[config.mk]
export PLATFORM = sky130hd
export DESIGN_NAME = cluster_extent_lru_cache_flat
export DESIGN_NICKNAME = d
export VERILOG_FILES = /design/src/sv/cec_pkg.sv /design/src/sv/cec_if.sv /design/src/sv/cec_controller.sv /design/src/sv/cec_datapath.sv /design/src/sv/cluster_extent_lru_cache.sv /design/src/flat_wrapper.sv
export SDC_FILE = /design/constraint.sdc
export NUM_CORES = 2
export LEC_CHECK = 0
export ABC_AREA = 1
export BUFFER_PORTS_ARGS = -buffer_cell sky130_fd_sc_hd__buf_2
export CAP_MARGIN = 20
export CELL_PAD_IN_SITES_DETAIL_PLACEMENT = 2
export CELL_PAD_IN_SITES_GLOBAL_PLACEMENT = 2
export CORE_MARGIN = 1.5
export CORE_UTILIZATION = 35
export CTS_BUF_LIST = sky130_fd_sc_hd__clkbuf_4 sky130_fd_sc_hd__clkbuf_8
export DETAILED_ROUTE_END_ITERATION = 6
export PLACE_DENSITY = 0.81
export SETUP_SLACK_MARGIN = 0.05
export SLEW_MARGIN = 20
export SYNTH_ARGS = -nofsm -noshare
export SYNTH_HDL_FRONTEND = slang
export SYNTH_SLANG_ARGS = --single-unit
[constraint.sdc]
create_clock -name clk -period 25.1 [get_ports clk]
set_input_delay 5.02 -clock clk [delete_from_list [all_inputs] [get_ports clk]]
set_output_delay 5.02 -clock clk [all_outputs]
set_load 0.05 [all_outputs]
[src/sv/cec_pkg.sv]
package cec_pkg;

    localparam int FIELD_W = 32;
    localparam int GEN_W   = 32;

    typedef enum logic [1:0] {
        REQ_LOOKUP     = 2'd0,
        REQ_ADD        = 2'd1,
        REQ_INVALIDATE = 2'd2,
        REQ_NONE       = 2'd3
    } req_type_t;

    typedef enum logic [1:0] {
        ST_IDLE,
        ST_SCAN,
        ST_UPDATE,
        ST_RESP
    } state_t;

    typedef struct packed {
        logic start;
        logic scan;
        logic update;
        logic in_ready;
        logic out_valid;
    } cec_ctrl_t;

    typedef struct packed {
        logic scan_end;
    } cec_status_t;

endpackage

[src/sv/cec_if.sv]
interface cec_req_if;
    import cec_pkg::*;
    logic               valid;
    logic               ready;
    logic [1:0]         req_type;
    logic [FIELD_W-1:0] file_cluster;
    logic [FIELD_W-1:0] disk_cluster;
    logic [FIELD_W-1:0] run_length;
    logic [GEN_W-1:0]   generation_tag;

    modport source (output valid, req_type, file_cluster, disk_cluster, run_length,
                    generation_tag, input ready);
    modport sink (input valid, req_type, file_cluster, disk_cluster, run_length,
                  generation_tag, output ready);
endinterface

interface cec_rsp_if;
    import cec_pkg::*;
    logic               valid;
    logic               ready;
    logic               hit;
    logic [FIELD_W-1:0] offset;
    logic [FIELD_W-1:0] found_file_cluster;
    logic [FIELD_W-1:0] found_disk_cluster;
    logic [FIELD_W-1:0] extent_file_start;
    logic [FIELD_W-1:0] extent_disk_start;
    logic [FIELD_W-1:0] extent_run;
    logic [GEN_W-1:0]   generation_out;

    modport source (output valid, hit, offset, found_file_cluster, found_disk_cluster,
                    extent_file_start, extent_disk_start, extent_run, generation_out,
                    input ready);
    modport sink (input valid, hit, offset, found_file_cluster, found_disk_cluster,
                  extent_file_start, extent_disk_start, extent_run, generation_out,
                  output ready);
endinterface

[src/sv/cec_controller.sv]
module cec_controller (
    input  logic                 clk,
    input  logic                 rst_n,
    input  logic                 in_valid,
    input  logic                 out_ready,
    input  cec_pkg::cec_status_t status,
    output cec_pkg::cec_ctrl_t   ctrl
);
    import cec_pkg::*;

    state_t state_reg;
    state_t state_next;

    always_ff @(posedge clk or negedge rst_n)
    begin
        if (!rst_n)
        begin
            state_reg <= ST_IDLE;
        end
        else
        begin
            state_reg <= state_next;
        end
    end

    always_comb
    begin
        state_next = state_reg;
        unique case (state_reg)
            ST_IDLE:
            begin
                if (in_valid)
                begin
                    state_next = ST_SCAN;
                end
            end
            ST_SCAN:
            begin
                if (status.scan_end)
                begin
                    state_next = ST_UPDATE;
                end
            end
            ST_UPDATE:
            begin
                state_next = ST_RESP;
            end
            ST_RESP:
            begin
                if (out_ready)
                begin
                    state_next = ST_IDLE;
                end
            end
            default:
            begin
                state_next = ST_IDLE;
            end
        endcase
    end

    always_comb
    begin
        ctrl = '0;
        unique case (state_reg)
            ST_IDLE:
            begin
                ctrl.in_ready = 1'b1;
                ctrl.start    = in_valid;
            end
            ST_SCAN:
            begin
                ctrl.scan = 1'b1;
            end
            ST_UPDATE:
            begin
                ctrl.update = 1'b1;
            end
            ST_RESP:
            begin
                ctrl.out_valid = 1'b1;
            end
            default:
            begin
                ctrl = '0;
            end
        endcase
    end

endmodule

[src/sv/cec_datapath.sv]
module cec_datapath #(
    parameter int ENTRIES      = 16,
    parameter int CLUSTER_BITS = 32
) (
    input  logic                         clk,
    input  logic                         rst_n,
    input  cec_pkg::cec_ctrl_t           ctrl,
    output cec_pkg::cec_status_t         status,
    input  logic [1:0]                   req_type,
    input  logic [cec_pkg::FIELD_W-1:0]  file_cluster,
    input  logic [cec_pkg::FIELD_W-1:0]  disk_cluster,
    input  logic [cec_pkg::FIELD_W-1:0]  run_length,
    input  logic [cec_pkg::GEN_W-1:0]    generation_tag,
    output logic                         hit,
    output logic [cec_pkg::FIELD_W-1:0]  offset,
    output logic [cec_pkg::FIELD_W-1:0]  found_file_cluster,
    output logic [cec_pkg::FIELD_W-1:0]  found_disk_cluster,
    output logic [cec_pkg::FIELD_W-1:0]  extent_file_start,
    output logic [cec_pkg::FIELD_W-1:0]  extent_disk_start,
    output logic [cec_pkg::FIELD_W-1:0]  extent_run,
    output logic [cec_pkg::GEN_W-1:0]    generation_out
);
    import cec_pkg::*;

    localparam int CB    = CLUSTER_BITS;
    localparam int IDX_W = (ENTRIES > 1) ? $clog2(ENTRIES) : 1;
    localparam int CNT_W = $clog2(ENTRIES + 1);
    localparam logic [CNT_W-1:0] FULL  = CNT_W'(ENTRIES);
    localparam logic [IDX_W-1:0] LAST  = IDX_W'(ENTRIES - 1);
    localparam logic [CB-1:0]    CMASK = '1;

    typedef struct packed {
        logic [CB-1:0] st;
        logic [CB-1:0] disk;
        logic [CB-1:0] run;
    } entry_t;

    entry_t           mem [ENTRIES];
    entry_t           rd_data_reg;
    logic [IDX_W-1:0] order_reg [ENTRIES];
    logic [IDX_W-1:0] order_next [ENTRIES];
    logic [CNT_W-1:0] count_reg;
    logic [CNT_W-1:0] count_next;
    logic [GEN_W-1:0] gen_reg;
    logic [GEN_W-1:0] gen_next;
    logic [GEN_W-1:0] gen_inc;
    req_type_t        op_reg;
    logic [CB-1:0]    fc_reg;
    logic [CB-1:0]    dc_reg;
    logic [CB-1:0]    run_reg;
    logic             active_reg;
    logic [CNT_W-1:0] iss_reg;
    logic             cmp_valid_reg;
    logic [IDX_W-1:0] cmp_pos_reg;
    logic [IDX_W-1:0] cmp_slot_reg;
    logic             done_reg;
    logic             found_reg;
    logic [IDX_W-1:0] best_pos_reg;
    logic [IDX_W-1:0] best_slot_reg;
    entry_t           best_reg;
    logic [CB-1:0]    offset_reg;

    logic             issue;
    logic [IDX_W-1:0] rd_addr;
    logic             evaluate;
    logic [CB-1:0]    end_c;
    logic             take;
    logic             stop;
    logic             add_ok;

    logic             mem_we;
    logic [IDX_W-1:0] mem_wa;
    entry_t           mem_wd;
    logic             front_en;
    logic [IDX_W-1:0] front_pos;
    logic [IDX_W-1:0] new_pos;

    logic                hit_reg;
    logic [FIELD_W-1:0]  offset_out_reg;
    logic [FIELD_W-1:0]  ffc_reg;
    logic [FIELD_W-1:0]  fdc_reg;
    logic [FIELD_W-1:0]  efs_reg;
    logic [FIELD_W-1:0]  eds_reg;
    logic [FIELD_W-1:0]  erun_reg;

    assign add_ok = (file_cluster[CB-1:0] != CMASK)
                    && ((generation_tag == '0) || (generation_tag == gen_reg));

    assign issue    = ctrl.scan && active_reg && !done_reg && (iss_reg < count_reg);
    assign rd_addr  = order_reg[iss_reg[IDX_W-1:0]];
    assign evaluate = ctrl.scan && cmp_valid_reg && !done_reg;
    assign end_c    = rd_data_reg.st + rd_data_reg.run;

    assign status.scan_end = !active_reg || done_reg
                             || (!cmp_valid_reg && (iss_reg >= count_reg));

    always_comb
    begin
        take = 1'b0;
        stop = 1'b0;
        if (op_reg == REQ_LOOKUP)
        begin
            take = (rd_data_reg.st <= fc_reg) && (best_reg.st < rd_data_reg.st);
            stop = take && !(end_c < fc_reg);
        end
        else
        begin
            take = (rd_data_reg.st == fc_reg);
            stop = take;
        end
    end

    assign gen_inc = gen_reg + GEN_W'(1);

    always_comb
    begin
        mem_we     = 1'b0;
        mem_wa     = best_slot_reg;
        mem_wd     = best_reg;
        front_en   = 1'b0;
        front_pos  = best_pos_reg;
        count_next = count_reg;
        gen_next   = gen_reg;
        new_pos    = (count_reg < FULL) ? count_reg[IDX_W-1:0] : LAST;
        case (op_reg)
            REQ_LOOKUP:
            begin
                front_en = found_reg;
            end
            REQ_ADD:
            begin
                if (active_reg)
                begin
                    front_en = 1'b1;
                    if (found_reg)
                    begin
                        mem_we     = (run_reg > best_reg.run);
                        mem_wd.run = run_reg;
                    end
                    else
                    begin
                        mem_we    = 1'b1;
                        front_pos = new_pos;
                        mem_wa    = order_reg[new_pos];
                        mem_wd    = '{st: fc_reg, disk: dc_reg, run: run_reg};
                        if (count_reg < FULL)
                        begin
                            count_next = count_reg + CNT_W'(1);
                        end
                    end
                end
            end
            REQ_INVALIDATE:
            begin
                count_next = '0;
                gen_next   = (gen_inc == '0) ? GEN_W'(1) : gen_inc;
            end
            default:
            begin
                count_next = count_reg;
            end
        endcase
    end

    always_comb
    begin
        order_next = order_reg;
        if (front_en)
        begin
            order_next[0] = order_reg[front_pos];
            for (int i = 1; i < ENTRIES; i++)
            begin
                if (IDX_W'(i) <= front_pos)
                begin
                    order_next[i] = order_reg[i - 1];
                end
            end
        end
    end

    always_ff @(posedge clk)
    begin
        if (ctrl.update && mem_we)
        begin
            mem[mem_wa] <= mem_wd;
        end
        if (issue)
        begin
            rd_data_reg  <= mem[rd_addr];
            cmp_slot_reg <= rd_addr;
            cmp_pos_reg  <= iss_reg[IDX_W-1:0];
        end
        if (ctrl.start)
        begin
            op_reg     <= req_type_t'(req_type);
            fc_reg     <= file_cluster[CB-1:0];
            dc_reg     <= disk_cluster[CB-1:0];
            run_reg    <= run_length[CB-1:0];
            best_reg   <= '0;
            offset_reg <= CMASK;
        end
        else if (evaluate && take)
        begin
            best_pos_reg  <= cmp_pos_reg;
            best_slot_reg <= cmp_slot_reg;
            best_reg      <= rd_data_reg;
            offset_reg    <= stop ? (fc_reg - rd_data_reg.st) : rd_data_reg.run;
        end
        if (ctrl.update)
        begin
            hit_reg        <= (op_reg == REQ_LOOKUP) && found_reg;
            offset_out_reg <= '0;
            ffc_reg        <= '0;
            fdc_reg        <= '0;
            efs_reg        <= '0;
            eds_reg        <= '0;
            erun_reg       <= '0;
            if (op_reg == REQ_LOOKUP)
            begin
                offset_out_reg <= FIELD_W'(offset_reg);
                if (found_reg)
                begin
                    ffc_reg  <= FIELD_W'(CB'(best_reg.st + offset_reg));
                    fdc_reg  <= FIELD_W'(CB'(best_reg.disk + offset_reg));
                    efs_reg  <= FIELD_W'(best_reg.st);
                    eds_reg  <= FIELD_W'(best_reg.disk);
                    erun_reg <= FIELD_W'(best_reg.run);
                end
            end
        end
    end

    always_ff @(posedge clk or negedge rst_n)
    begin
        if (!rst_n)
        begin
            for (int i = 0; i < ENTRIES; i++)
            begin
                order_reg[i] <= IDX_W'(i);
            end
            count_reg     <= '0;
            gen_reg       <= GEN_W'(1);
            active_reg    <= 1'b0;
            iss_reg       <= '0;
            cmp_valid_reg <= 1'b0;
            done_reg      <= 1'b0;
            found_reg     <= 1'b0;
        end
        else
        begin
            if (ctrl.start)
            begin
                active_reg    <= (req_type == REQ_LOOKUP)
                                 || ((req_type == REQ_ADD) && add_ok);
                iss_reg       <= '0;
                cmp_valid_reg <= 1'b0;
                done_reg      <= 1'b0;
                found_reg     <= 1'b0;
            end
            else if (ctrl.scan)
            begin
                cmp_valid_reg <= issue;
                if (issue)
                begin
                    iss_reg <= iss_reg + CNT_W'(1);
                end
                if (evaluate && take)
                begin
                    found_reg <= 1'b1;
                    done_reg  <= stop;
                end
            end
            if (ctrl.update)
            begin
                order_reg <= order_next;
                count_reg <= count_next;
                gen_reg   <= gen_next;
            end
        end
    end

    assign hit                = hit_reg;
    assign offset             = offset_out_reg;
    assign found_file_cluster = ffc_reg;
    assign found_disk_cluster = fdc_reg;
    assign extent_file_start  = efs_reg;
    assign extent_disk_start  = eds_reg;
    assign extent_run         = erun_reg;
    assign generation_out     = gen_reg;

endmodule

[src/sv/cluster_extent_lru_cache.sv]
// Extent cache of file-to-disk cluster runs, kept in recency order. Each request
// takes one response; a new request is taken only after the previous response has
// gone. The scan reads at most ENTRIES entries, one entry a cycle, from the
// single-ported entry store and stops at the first covering extent.
module cluster_extent_lru_cache #(
    parameter int ENTRIES      = 16,
    parameter int CLUSTER_BITS = 32
) (
    input logic       clk,
    input logic       rst_n,
    cec_req_if.sink   req,
    cec_rsp_if.source rsp
);
    import cec_pkg::*;

    cec_ctrl_t   ctrl;
    cec_status_t status;

    cec_controller u_controller (
        .clk       (clk),
        .rst_n     (rst_n),
        .in_valid  (req.valid),
        .out_ready (rsp.ready),
        .status    (status),
        .ctrl      (ctrl)
    );

    cec_datapath #(
        .ENTRIES      (ENTRIES),
        .CLUSTER_BITS (CLUSTER_BITS)
    ) u_datapath (
        .clk                (clk),
        .rst_n              (rst_n),
        .ctrl               (ctrl),
        .status             (status),
        .req_type           (req.req_type),
        .file_cluster       (req.file_cluster),
        .disk_cluster       (req.disk_cluster),
        .run_length         (req.run_length),
        .generation_tag     (req.generation_tag),
        .hit                (rsp.hit),
        .offset             (rsp.offset),
        .found_file_cluster (rsp.found_file_cluster),
        .found_disk_cluster (rsp.found_disk_cluster),
        .extent_file_start  (rsp.extent_file_start),
        .extent_disk_start  (rsp.extent_disk_start),
        .extent_run         (rsp.extent_run),
        .generation_out     (rsp.generation_out)
    );

    assign req.ready = ctrl.in_ready;
    assign rsp.valid = ctrl.out_valid;

`ifndef SYNTHESIS
    a_one_in_flight: assert property (@(posedge clk) disable iff (!rst_n)
        !(req.ready && rsp.valid))
        else $error("Request accepted while a response is pending.");

    a_gen_nonzero: assert property (@(posedge clk) disable iff (!rst_n)
        rsp.valid |-> (rsp.generation_out != '0))
        else $error("Generation reported as zero.");

    a_offset_in_run: assert property (@(posedge clk) disable iff (!rst_n)
        (rsp.valid && rsp.hit) |-> (rsp.offset <= rsp.extent_run))
        else $error("Hit offset lies beyond the extent run.");
`endif

endmodule

[src/flat_wrapper.sv]
// flat-port wrapper written by rule: the top's interface ports become plain ports
module cluster_extent_lru_cache_flat import cec_pkg::*;
#(
    parameter int ENTRIES      = 16,
    parameter int CLUSTER_BITS = 32
)
  (clk, rst_n, req_valid, req_req_type, req_file_cluster, req_disk_cluster, req_run_length, req_generation_tag, req_ready, rsp_valid, rsp_hit, rsp_offset, rsp_found_file_cluster, rsp_found_disk_cluster, rsp_extent_file_start, rsp_extent_disk_start, rsp_extent_run, rsp_generation_out, rsp_ready);
  cec_req_if req_i ();
  cec_rsp_if rsp_i ();
  input logic clk;
  input logic rst_n;
  input wire logic [$bits(req_i.valid)-1:0] req_valid;
  input wire logic [$bits(req_i.req_type)-1:0] req_req_type;
  input wire logic [$bits(req_i.file_cluster)-1:0] req_file_cluster;
  input wire logic [$bits(req_i.disk_cluster)-1:0] req_disk_cluster;
  input wire logic [$bits(req_i.run_length)-1:0] req_run_length;
  input wire logic [$bits(req_i.generation_tag)-1:0] req_generation_tag;
  output wire logic [$bits(req_i.ready)-1:0] req_ready;
  output wire logic [$bits(rsp_i.valid)-1:0] rsp_valid;
  output wire logic [$bits(rsp_i.hit)-1:0] rsp_hit;
  output wire logic [$bits(rsp_i.offset)-1:0] rsp_offset;
  output wire logic [$bits(rsp_i.found_file_cluster)-1:0] rsp_found_file_cluster;
  output wire logic [$bits(rsp_i.found_disk_cluster)-1:0] rsp_found_disk_cluster;
  output wire logic [$bits(rsp_i.extent_file_start)-1:0] rsp_extent_file_start;
  output wire logic [$bits(rsp_i.extent_disk_start)-1:0] rsp_extent_disk_start;
  output wire logic [$bits(rsp_i.extent_run)-1:0] rsp_extent_run;
  output wire logic [$bits(rsp_i.generation_out)-1:0] rsp_generation_out;
  input wire logic [$bits(rsp_i.ready)-1:0] rsp_ready;
  assign req_i.valid = req_valid;
  assign req_i.req_type = req_req_type;
  assign req_i.file_cluster = req_file_cluster;
  assign req_i.disk_cluster = req_disk_cluster;
  assign req_i.run_length = req_run_length;
  assign req_i.generation_tag = req_generation_tag;
  assign req_ready = req_i.ready;
  assign rsp_valid = rsp_i.valid;
  assign rsp_hit = rsp_i.hit;
  assign rsp_offset = rsp_i.offset;
  assign rsp_found_file_cluster = rsp_i.found_file_cluster;
  assign rsp_found_disk_cluster = rsp_i.found_disk_cluster;
  assign rsp_extent_file_start = rsp_i.extent_file_start;
  assign rsp_extent_disk_start = rsp_i.extent_disk_start;
  assign rsp_extent_run = rsp_i.extent_run;
  assign rsp_generation_out = rsp_i.generation_out;
  assign rsp_i.ready = rsp_ready;
  cluster_extent_lru_cache #(.ENTRIES(ENTRIES), .CLUSTER_BITS(CLUSTER_BITS)) u_core (.clk(clk), .rst_n(rst_n), .req(req_i), .rsp(rsp_i));
endmodule
# After elaboration in Yosys (flattened, before gate mapping)
# Memories as Yosys holds them, arrays and structs flattened. A register that Yosys moved wholly into a read port is not among the register bits.
# Index checks and enable logic that the tools add are counted.
word_totals:
  n_memories: 1
  word_cells: 202
  out_inout_bits: 227
  ram_bits: 1536
  reg_bits: 547
mem_list:
  columns: ["name", "words", "width", "rd", "rd_ports_with_merged_regs", "write_ports", "line", "rtl"]
  rows:
  - ["u_core.u_datapath.mem", 16, 96, 1, 1, 1, "cec_datapath.sv:38", "entry_t mem [ENTRIES];"]
classes:
  order_cmp: 25
  eq_ne: 15
  n_reduce_logical: 53
  muxes: 54
  bitwise_logic: 4
  add_sub_neg: 7
ops:
  columns: ["cell", "n"]
  rows:
  - ["two-way mux 96 bit", 2]
  - ["adder 32 bit", 3]
  - ["equality test 32 bit", 2]
  - ["logical NOT 32 bit", 2]
  - ["less-than comparator 32 bit", 2]
  - ["two-way mux 32 bit", 2]
  - ["two-way mux 64 bit", 1]
  - ["two-way mux 4 bit", 13]
  - ["binary-select mux 4 bit (select 4 bit)", 3]
  - ["AND reduction 3 bit", 16]
  - ["adder 32 x 1 -> 32 bit, second input constant", 1]
  - ["greater-than comparator 32 bit", 1]
  - ["<= comparator 32 bit", 1]
  - ["<= comparator 4 bit, first input constant", 8]
  - ["inequality test 32 bit, second input constant", 1]
  - ["subtractor 32 bit", 1]
  - ["two-way mux 5 bit", 6]
  - ["two-way mux 1 bit", 21]
  - ["<= comparator 3 x 4 -> 1 bit, first input constant", 4]
  - [">= comparator 5 bit, second input constant", 3]
  - ["inverter 4 -> 5 bit", 3]
  - ["logical AND 1 bit", 13]
  - ["AND reduction 2 bit", 6]
  - ["adder 5 x 1 -> 5 bit, second input constant", 2]
  - ["other kinds (19)", 41]

# Longest topological paths before layout
depth:
  word_depth: 9
  mapped_depth: 30
  ltp_nobuf: 29

# Hierarchy
# From an unflattened synthesis, not the netlist that was laid out.
hier_totals:
  hier_cells: 9387
  hier_area_um2: 98981.2
modules_own_cells:
  columns: ["mod", "cells_per_inst", "instances", "area_each_um2", "seq_area_each_um2"]
  rows:
  - ["cec_datapath", 9361, 1, 98787.2, 63582.2]
  - ["cec_controller", 26, 1, 193.9, 50.0]

# Least setup slack after synthesis
# OpenSTA, ideal clock, no wires.
synth_timing:
  path_kind: "reg2reg"
  start: "register u_core.u_controller.state_reg[0]"
  end: "memory u_core.u_datapath.mem[11][0] (netlist bit) (enable)"
  t_required_ns: 24.548
  synth_period_minus_slack_ns: 10.520
  slack_ns: 14.580
  stages_incl_launch_ff: 7
  setup_time_ns: 0.552
  arrival_time_ns: 9.968
  path_cell_list: "dfrtp_1 inv_1 ha_1 inv_1 nor2_1 nand3_1 nor2_1"
synth_between:
  elab_chain_len: 5
synth_lines:
  columns: ["element", "line", "rtl"]
  rows:
  - ["start: declaration", "cec_controller.sv:11", "state_t state_reg;"]
  - ["start signal: assignment", "cec_controller.sv:22", "state_reg <= state_next;"]
  - ["equality test 2 bit", "cec_controller.sv:65", "unique case (state_reg)"]
  - ["two-way mux 1 bit", "cec_controller.sv:65", null]
  - ["logical AND 1 bit", "cec_datapath.sv:183", "if (ctrl.update && mem_we)"]
  - ["two-way mux 1 bit", "cec_datapath.sv:183", null]
  - ["two-way mux 1 bit (implied by the code)", "cec_datapath.sv:185", "mem[mem_wa] <= mem_wd;"]
  - ["end: declaration", "cec_datapath.sv:38", null]
# Every way passes these cells.

# Worst setup path in the final report
layout_timing:
  start: "register u_core.u_controller.state_reg[0]"
  end: "output req_ready"
layout_between:
  elab_chain_len: 2
layout_lines:
  columns: ["element", "line", "rtl"]
  rows:
  - ["logical NOT 2 bit", "cec_controller.sv:65", null]
  - ["two-way mux 1 bit", "cec_controller.sv:65", null]
  - ["end: declaration", "flat_wrapper.sv:18", "output wire logic [$bits(req_i.ready)-1:0] req_ready;"]
# Every way passes these cells.

==> results.toml <==
[outcome]
status = "finished, final reports clean"

[power_and_ir_drop]
p_leak_nw = 44.89
internal_power_mw = 7.741
switching_share = 0.4535
ir_worst_vdd_mv = 0.1540
switchingPower_mw = 6.423
power.density_nw_per_um2 = 124.8
p_comb_frac = 0.432
pwr-share-seq = 0.326
pwr-share-clk = 0.242

[clocking]
cts_tree = "yes"
numClockSinks = 2179
hold_buffers = 0
clk_pin_slew_ns = 0.06
numCtsBuffers = 376
ctsResizeCount = 0
cts_max_level = 5
worstSkewPairLatency_ns = 1.06
cts-root-buf = "clkbuf_8"
ctsLongestPathBuffers = 4
post_cts_buffers = 0

[place]
io_buffers = 360
gp_congestion = 0.8961
place_hpwl_um = 253600

[critical_path]
r2r-start = "u_core.u_datapath.iss_reg[0]"
cp.required_ns = 20.08
end_kind = "primary output"
cpMaxStageDelayCell = "dfrtp_1"
worstPathCellList = "inv_1, ha_1, buf_2"
arrival_ns = 2.25
cpPeakStageDelay_ns = 0.41
crit_type = "flip-flop to primary output"
r2r_end = "u_core.u_datapath.rd_data_reg[59]"
path_delay_family = "buffers and inverters"
reg2regPathDepth = 19
crit_start = "u_core.u_controller.state_reg[0]"
r2r_slack_ns = 17.85
cp_max_fo = 4
crit_path_start_kind = "flip-flop"
cp_num_buf_inv = 2

[logic_synthesis]
synth-async-reset-ratio = 0.05140
synth_ff_type = "edfxtp_1"
synth_cells = 9459
synth_edf_count = 1939
seq_area_frac_synth = 0.6401
synth_area_um2 = 99410
syn_area_per_cell_um2 = 10.51
synth_cell_types = 58
syn_nets = 9828
ys_ff_latch = 2179
ys.warnings.count = 0

[routing]
vias_per_cell = 5.609
firstDrtPassIters = 5
drc = 0
antenna_left = 0
wl_per_cell_um = 29.63
wl_um = 415700
drtIter0Drc = 7213
vias = 78690

[final_layout]
largest_reg_flops = 1536
fillers = 29520
final_cell_mix = "edfxtp_1, nand2_1, inv_1"
drive_gt1_frac = 0.1447
final_common_cell = "edfxtp_1"
register_area_um2 = 63630
final_core_util = 0.4021
fin_nets = 10340
multiInputGateArea_um2 = 29100
area_delta_synth_final_pct = 14.19

[sta]
timing.slew.headroom = 0.1353
fin_crit_ns = 7.271
finalHoldViolations = 0
final_max_slew_viol_count = 0
holdWs_ns = 0.4220
fin_setup_tns_ns = 0
timing.fmax_ghz = 0.1375
post-route-period-util = 0.2897
worst_clock_skew_ns = 0.09614
worstMarginPinSlew_ns = 1.297
rsz0062_at_grt = "no"
setup_viol = 0

[min_path]
holdPathEnd = "u_core.u_datapath.best_slot_reg[3]"
hold_depth = 0
min-delay-start = "u_core.u_datapath.cmp_slot_reg[3]"
hold_path.class = "flip-flop to flip-flop"

[flow_run]
drv_cap = 0

[floorplan]
dieWidth_um = 535.9
rows = 195
initial_core_util = 0.3521
chipHeight_um = 535.9
dieArea_um2 = 287200
pin_count = 361
design.core.area_um2 = 282300

[global_route]
grt_pass1_wl_um = 599900
grt_pass1_vias = 86090
grt_max_degree = 223
overflow = 0
antenna_found_initial = 40
grt_util_all_layers = 0.2834
## power groups by stage
stage	Combinational, mW	Sequential, mW	Clock (mW)
floorplan	3.51	5.00	0
global placement	5.37	4.67	0
detailed placement	5.82	4.69	0
CTS	6.04	4.62	3.47
global route	6.54	4.63	3.60
finish	6.12	4.62	3.43
## metal layers
layer / vias to the layer above / GRT usage / part of all wire
met5: - / 0 / 0.00062
met4: 38 / 0.1019 / 0.035
met3: 856 / 0.05462 / 0.074
li1: 33570 / - / -
met2: 3310 / 0.4794 / 0.48
met1: 40920 / 0.3599 / 0.41
## final cells by class
class	instances	share of cell area
multi-input combinational	5537	0.2563
clock inverter	111	0.006129
inverter	1310	0.04350
clock buffer	570	0.06052
antenna	12	0.0002645
timing repair buffer	566	0.03142
tap	3743	0.04126
sequential	2179	0.5606
## cell families after synthesis
group | after synthesis | share of synthesized area
simple gates | 3704 | 0.1603
mux | 1 | 0.0001133
buf+inv | 1743 | 0.06953
fa+ha+maj | 235 | 0.02988
compound gates | 1509 | 0.09228
xor+xnor | 88 | 0.007753
flops | 2179 | 0.6401
## synthesized netlist by cell type, types with 45 or more instances
| library cell | count | area, um^2 |
|---|---|---|
| edfxtp_1 | 1939 | 58230 |
| nand2_1 | 1853 | 6955 |
| inv_1 | 1300 | 4880 |
| nand3_1 | 976 | 4885 |
| nor2_1 | 535 | 2008 |
| o211ai_1 | 502 | 3769 |
| o21ai_0 | 429 | 2147 |
| a21oi_1 | 403 | 2017 |
| ha_1 | 231 | 2890 |
| buf_2 | 214 | 1071 |
| or2_2 | 204 | 1276 |
| clkbuf_1 | 167 | 626.9 |
| dfxtp_1 | 128 | 2562 |
| dfrtp_1 | 79 | 1977 |
| xor2_1 | 64 | 560.5 |
| nor3_1 | 51 | 255.2 |
| o21ai_1 | 45 | 225.2 |
## stage by stage
step / instance area [um^2] / cells / total power, mW / worst slack (ns)
after detailed placement: 105800 / 13330 / 10.51 / 17.07
after floorplan: 99410 / 9459 / 8.509 / 14.58
after global routing: 113500 / 14020 / 14.78 / 17.64
after global placement: 105800 / 13330 / 10.04 / 17.42
final: 113500 / 14030 / 14.16 / 17.83
after CTS: 113400 / 14010 / 14.13 / 17.75
## worst max path at each step
| stage | to | depth (start not counted) |
|---|---|---|
| detailed placement | u_core.u_datapath.best_reg[31] | 8 |
| global route | u_core.u_datapath.rd_data_reg[59] | 19 |
| global placement | u_core.u_datapath.dc_reg[14] | 6 |
| CTS | req_ready | 3 |
| floorplan | u_core.u_datapath.mem[11][0] | 6 |
| finish | req_ready | 3 |
Note: power is estimated with default switching activity, not from simulation.
